$ cat config.mk
export PLATFORM = sky130hd
export DESIGN_NAME = ccmp_ctrl
export DESIGN_NICKNAME = d
export VERILOG_FILES = /design/src/sv/ccmp_pkg.sv /design/src/sv/ccmp_ctrl.sv
export SDC_FILE = /design/constraint.sdc
export NUM_CORES = 1
export LEC_CHECK = 0
export CAP_MARGIN = 20
export CORE_MARGIN = 2
export CORE_UTILIZATION = 25
export CTS_CLUSTER_SIZE = 28
export DETAILED_ROUTE_END_ITERATION = 12
export DONT_BUFFER_PORTS = 1
export PLACE_DENSITY_LB_ADDON = 0.08
export SYNTH_ARGS = -nofsm -noshare
export SYNTH_HDL_FRONTEND = slang
export SYNTH_SLANG_ARGS = --single-unit
$ cat constraint.sdc
create_clock -name aclk -period 3.8 [get_ports aclk]
set_input_delay 0.38 -clock aclk [delete_from_list [all_inputs] [get_ports aclk]]
set_output_delay 0.38 -clock aclk [all_outputs]
set_load 0.02 [all_outputs]
$ cat src/sv/ccmp_pkg.sv
// Shared types, constants and handshake structs for the cache mapping comparator.
package ccmp_pkg;

    localparam int MAX_LINES_DEF  = 128;
    localparam int BLOCKS_DEF     = 256;
    localparam int DATA_BITS_DEF  = 16;
    localparam int COUNT_BITS_DEF = 16;

    localparam int CFG_IDX_W  = 3;
    localparam int CFG_DATA_W = 16;

    localparam logic [CFG_IDX_W-1:0] CFG_LINE_COUNT   = 3'd0;
    localparam logic [CFG_IDX_W-1:0] CFG_SET_COUNT    = 3'd1;
    localparam logic [CFG_IDX_W-1:0] CFG_CACHE_TIME   = 3'd2;
    localparam logic [CFG_IDX_W-1:0] CFG_MEMORY_TIME  = 3'd3;
    localparam logic [CFG_IDX_W-1:0] CFG_COMPARE_TIME = 3'd4;

    localparam logic [7:0]  LINE_COUNT_RST   = 8'd128;
    localparam logic [6:0]  SET_COUNT_RST    = 7'd4;
    localparam logic [15:0] CACHE_TIME_RST   = 16'd1;
    localparam logic [15:0] MEMORY_TIME_RST  = 16'd10;
    localparam logic [15:0] COMPARE_TIME_RST = 16'd1;

    localparam logic [23:0] LAT24_MAX = 24'hFF_FFFF;

    localparam logic KIND_LOAD   = 1'b0;
    localparam logic KIND_ACCESS = 1'b1;

    typedef struct packed {
        logic        kind;
        logic [7:0]  block;
        logic [15:0] data;
    } in_beat_t;

    typedef struct packed {
        logic        direct_hit;
        logic [16:0] direct_latency;
        logic        assoc_hit;
        logic [23:0] assoc_latency;
        logic        set_hit;
        logic [23:0] set_latency;
        logic [15:0] direct_hits;
        logic [15:0] assoc_hits;
        logic [15:0] set_hits;
    } out_beat_t;

    typedef enum logic [1:0] {
        DIV_MODL = 2'd0,   // block mod lines
        DIV_MODS = 2'd1,   // block mod sets
        DIV_WAYS = 2'd2    // lines / sets
    } div_op_t;

    typedef struct packed {
        logic    clr_step;
        logic    load_wr;
        logic    acc_start;
        logic    word_cap;
        logic    div_start;
        div_op_t div_op;
        logic    scan_init;
        logic    dir_cmp;
        logic    scan_cmp;
        logic    fill;
        logic    out_load;
    } dp_cmd_t;

    typedef struct packed {
        logic clr_done;
        logic div_done;
        logic scan_last;
        logic out_free;
    } dp_status_t;

endpackage

$ cat src/sv/ccmp_ctrl.sv
// Sequencer for clearing, loads and the per-access lookup steps.
module ccmp_ctrl (
    input  logic                   aclk,
    input  logic                   aresetn,
    input  logic                   s_valid,
    input  logic                   s_kind,
    output logic                   s_ready,
    input  ccmp_pkg::dp_status_t   sts,
    output ccmp_pkg::dp_cmd_t      cmd
);

    typedef enum logic [12:0] {
        ST_CLEAR = 13'b0000000000001,
        ST_IDLE  = 13'b0000000000010,
        ST_WORD  = 13'b0000000000100,
        ST_WL    = 13'b0000000001000,
        ST_WS    = 13'b0000000010000,
        ST_WW    = 13'b0000000100000,
        ST_BASE  = 13'b0000001000000,
        ST_DRD   = 13'b0000010000000,
        ST_DCMP  = 13'b0000100000000,
        ST_SRD   = 13'b0001000000000,
        ST_SCMP  = 13'b0010000000000,
        ST_FILL  = 13'b0100000000000,
        ST_FIN   = 13'b1000000000000
    } state_t;

    state_t state_reg, state_next;

    always_ff @(posedge aclk) begin
        if (!aresetn) begin
            state_reg <= ST_CLEAR;
        end else begin
            state_reg <= state_next;
        end
    end

    assign s_ready = (state_reg == ST_IDLE);

    always_comb begin
        state_next = state_reg;
        cmd        = '0;
        cmd.div_op = ccmp_pkg::DIV_MODL;
        case (state_reg)
            ST_CLEAR: begin
                cmd.clr_step = 1'b1;
                if (sts.clr_done) begin
                    state_next = ST_IDLE;
                end
            end
            ST_IDLE: begin
                if (s_valid) begin
                    if (s_kind == ccmp_pkg::KIND_ACCESS) begin
                        cmd.acc_start = 1'b1;
                        state_next    = ST_WORD;
                    end else begin
                        cmd.load_wr = 1'b1;
                    end
                end
            end
            ST_WORD: begin
                cmd.word_cap  = 1'b1;
                cmd.div_start = 1'b1;
                cmd.div_op    = ccmp_pkg::DIV_MODL;
                state_next    = ST_WL;
            end
            ST_WL: begin
                if (sts.div_done) begin
                    cmd.div_start = 1'b1;
                    cmd.div_op    = ccmp_pkg::DIV_MODS;
                    state_next    = ST_WS;
                end
            end
            ST_WS: begin
                if (sts.div_done) begin
                    cmd.div_start = 1'b1;
                    cmd.div_op    = ccmp_pkg::DIV_WAYS;
                    state_next    = ST_WW;
                end
            end
            ST_WW: begin
                if (sts.div_done) begin
                    state_next = ST_BASE;
                end
            end
            ST_BASE: begin
                cmd.scan_init = 1'b1;
                state_next    = ST_DRD;
            end
            ST_DRD: begin
                state_next = ST_DCMP;
            end
            ST_DCMP: begin
                cmd.dir_cmp = 1'b1;
                state_next  = ST_SRD;
            end
            ST_SRD: begin
                state_next = ST_SCMP;
            end
            ST_SCMP: begin
                cmd.scan_cmp = 1'b1;
                state_next   = sts.scan_last ? ST_FILL : ST_SRD;
            end
            ST_FILL: begin
                cmd.fill   = 1'b1;
                state_next = ST_FIN;
            end
            ST_FIN: begin
                if (sts.out_free) begin
                    cmd.out_load = 1'b1;
                    state_next   = ST_IDLE;
                end
            end
            default: begin
                state_next = ST_CLEAR;
            end
        endcase
    end

endmodule

# Word-level counts from Yosys, hierarchy flattened
# Cells that the tools add are included.
[word_totals] latch_bits=0 regBits=13 wordCells=46 romBits=0 out_inout_bits=13 input_bits=8 ram_bits=0 mem_count=0
[op_classes] n_eq_ne=20 bitwise_logic=0 add_sub_neg=0 div=0 shifts=0 n_reduce_logical=1 multipliers=0 magnitude_cmp=0 mux=24
[op_table] operator="one-hot mux 13 bit (13 select lines)" count=1
[op_table] operator="two-way mux 13 bit" count=7
[op_table] operator="inequality test 2 bit, second input constant" count=7
[op_table] operator="== test 13 x 1 -> 1 bit, second input constant" count=1
[op_table] operator="== test 13 x 10 -> 1 bit, second input constant" count=1
[op_table] operator="== test 13 x 11 -> 1 bit, second input constant" count=1
[op_table] operator="== test 13 x 12 -> 1 bit, second input constant" count=1
[op_table] operator="== test 13 bit, second input constant" count=1
[op_table] operator="== test 13 x 2 -> 1 bit, second input constant" count=1
[op_table] operator="== test 13 x 3 -> 1 bit, second input constant" count=1
[op_table] operator="== test 13 x 4 -> 1 bit, second input constant" count=1
[op_table] operator="== test 13 x 5 -> 1 bit, second input constant" count=1
[op_table] operator="== test 13 x 6 -> 1 bit, second input constant" count=1
[op_table] operator="== test 13 x 7 -> 1 bit, second input constant" count=1
[op_table] operator="== test 13 x 8 -> 1 bit, second input constant" count=1
[op_table] operator="== test 13 x 9 -> 1 bit, second input constant" count=1
[op_table] operator="two-way mux 12 bit" count=1
[op_table] operator="two-way mux 1 bit" count=10
[op_table] operator="one-hot mux 3 bit (3 select lines)" count=1
[op_table] operator="AND reduction 7 bit" count=1
[op_table] operator="two-way mux 3 bit" count=2
[op_table] operator="two-way mux 2 bit" count=2

# Depth between registers and ports, before layout
[depth] depth_word=3 mapped_depth=6 depth_no_buf=5

# Worst setup path before layout
# Ideal clock, no wire load.
[synth_timing] kind="reg2out" startpoint="register state_reg[8]" endpoint="output port cmd[10] (netlist name)" required_time_ns=3.420 path_buffers=1 path_slack_ns=1.632 t_arrival_ns=1.788 stages_incl_launch_ff=6 path_cell_list="dfxtp_1 buf_6 or4_4 nor4_4 nand2_1 nor2_1"
[synth_lines] item="from (decl)" line="ccmp_ctrl.sv:28" rtl="state_t state_reg, state_next;"
[synth_lines] item="from (signal assigned)" line="ccmp_ctrl.sv:34" rtl="state_reg <= state_next;"
[synth_lines] item="to (decl)" line="ccmp_ctrl.sv:9" rtl="output ccmp_pkg::dp_cmd_t cmd"

==> results_dict.tcl <==
set metrics [dict create \
    status "finished clean" \
    drv_cap 0 \
    portBuffers 0 \
    whs_ns 0.270 \
    syn_avg_cell_area_um2 8.64 \
    place_worst_setup_slack_ns 1.50 \
    post-route-period-util 0.669 \
    finish.utilization 0.280 \
    syn_nets 120 \
    worst_ir_drop_vdd_mv 0.0888 \
    drv_slew 0 \
    switching_power_uw 172 \
    hold_viol 0 \
    yosysUniqueCellTypes 45 \
    diodes 0 \
    end_kind "output port" \
    start_kind "flip-flop" \
    holdBufCountCts 0 \
    worstReg2RegStart "state_reg[8]$_SDFFE_PN0P_" \
    clock-sinks 13 \
    min_period_ns 2.54 \
    worstMarginPinSlew_ns 0.758 \
    cp.required_ns 3.42 \
    wl_per_cell_um 16.6 \
    yosys_warnings 0 \
    synth_top_flop_cell "dfxtp_1" \
    setup_tns_ns 0 \
    synth_seq_cells 13 \
    drc 0 \
    clk_path_buf_depth 2 \
    use_met2 0.200 \
    clock.fmax_mhz 393 \
    hold_end "state_reg[12]$_SDFFE_PN0P_" \
    synthTopCellsByCount "13 x dfxtp_1, 7 x and3_1, 7 x nand2_1, 7 x nor2_1" \
    crit_arrival_ns 2.16 \
    synth_top_area_frac 0.269 \
    dp_hpwl_mm 2.00 \
    core-area_um2 3690 \
    cp_max_fo 10 \
    reg2reg_to "state_reg[10]$_SDFFE_PN0P_" \
    grt_overflow_total 0 \
    vias 832 \
    hold_depth 1 \
    swShare 0.375 \
    p_per_area_nw_per_um2 443 \
    viasPerCell 5.30 \
    gp_congestion 0.743 \
    p_leak_nw 0.385 \
    grt_pass1_wl_mm 4.14 \
    hold_path_startpoint "aresetn" \
    synth_area_leaders "dfxtp_1 27%, and3_1 4.5%, nor3b_1 3.9%" \
    num_io_pins 21 \
    area_growth_pct 6.86 \
    first_pass_iters 4 \
    die_x_um 66.2 \
    root_buffer "clkbuf_8" \
    r2r_cells 5 \
    rows 22 \
    numCtsBuffers 3 \
    comb_power_share 0.349 \
    grt-busiest-layer "met2" \
    largest_register_ffs 13 \
    ff2ff_setup_slack_ns 1.55 \
    final-setup-viol-count 0 \
    setup_ws_ns 1.26 \
    power_frac_clock 0.276 \
    finClkSkew_ns 0.000650 \
    start_util 0.262 \
    antenna_found_initial 0 \
    met3_usage 0.0290 \
    clk_pin_slew_ns 0.06 \
    cts_tree "built" \
    grt.met1_usage 0.164 \
    rsz0062_at_grt "false" \
    slew_headroom 0.491 \
    p_int_uw 286 \
    cts_setup_buffers 0 \
    drtAntennaViolNets 0 \
    die_y_um 66.2 \
    synth.cell_area_um2 967 \
    p_seq_frac 0.376 \
    grt_max_degree 11 \
    synth_edf_count 0 \
    cts_resized 0 \
    grt_pass1_vias 813 \
    yosysTopAreaCell "dfxtp_1" \
    min_path_type "input pin to flip-flop" \
    yosysMostFrequentCell "dfxtp_1" \
    drtIter0Drc 18 \
    path_class "flip-flop to output port" \
    synth_cells 112 \
    nets 118 \
    insertion_delay_ns 0.24 \
    htree_levels 1 \
    synth-async-reset-ratio 0 \
    drive_gt1_frac 0.128 \
    grt_util_all_layers 0.127 \
    fillers 414 \
    fp.dieArea_um2 4380 \
    yosysSeqAreaShare 0.269 \
    wl_mm 2.61 \
]
cell type report:
type,instances,area (um2),area share
multi-input combinational,88,653,0.632
sequential,13,260,0.252
tap,48,60.1,0.0581
clock buffer,4,45.0,0.0436
inverter,4,15.0,0.0145
power groups by stage:
stage          clock network, mW  registers [mW]  logic, mW
4_1_cts                    0.131           0.170      0.160
2_1_floorplan                  0           0.151      0.151
6_report                   0.126           0.172      0.160
3_5_place_dp                   0           0.173      0.159
3_3_place_gp                   0           0.173      0.162
5_1_grt                    0.136           0.175      0.175
worst max-delay path: stages (launching register included):
cell and delay (ns):
dfxtp_1 0.40, or4_4 0.60, nor4_4 0.48, nand2_1 0.11, nor2_1 0.32
how the worst max path moves through the flow:
| stage | startpoint | endpoint | slack (ns) | depth (start not counted) |
|---|---|---|---|---|
| 2_1_floorplan | state_reg[8]$_SDFFE_PN0P_ | cmd[10] | 1.63 | 5 |
| 3_3_place_gp | state_reg[8]$_SDFFE_PN0P_ | cmd[10] | 1.53 | 4 |
| 3_5_place_dp | state_reg[8]$_SDFFE_PN0P_ | cmd[10] | 1.50 | 4 |
| 4_1_cts | state_reg[8]$_SDFFE_PN0P_ | cmd[10] | 1.22 | 4 |
| 5_1_grt | state_reg[8]$_SDFFE_PN0P_ | cmd[10] | 1.13 | 4 |
| 6_report | state_reg[8]$_SDFFE_PN0P_ | cmd[10] | 1.26 | 4 |
metrics by stage:
step	cell area (um2)	instances	power, mW
finish	1030	157	0.458
global route	1030	157	0.486
CTS	1030	157	0.461
detailed placement	988	153	0.332
global placement	988	153	0.335
floorplan	967	112	0.302
cell usage in the layout (no fill, tap or decap), drive strengths merged, types with 4 or more instances in the layout:
master | netlist | final
inv | 4 | 4
o21ai | 6 | 6
clkbuf | 4 | 4
and3 | 7 | 7
nor2 | 7 | 7
nor4 | 4 | 4
and2 | 4 | 4
nor4b | 4 | 4
dfxtp | 13 | 13
nor3b | 5 | 5
nor3 | 8 | 8
nand2 | 7 | 7
metal layers:
metal / part of all wire / wire length [um]
met3: 0.051 / 133
met4: 0.0088 / 23
met1: 0.50 / 1300
met5: 0 / 0
met2: 0.44 / 1150
cells by family after synthesis:
kind of cell,Yosys count,share of synthesized area
AND/OR/NAND/NOR,61,0.453
buffers and inverters,11,0.0556
AO/OA/AOI/OAI,23,0.186
XOR/XNOR,4,0.0362
flip-flops,13,0.269
Power figures use the tool's default switching activity.
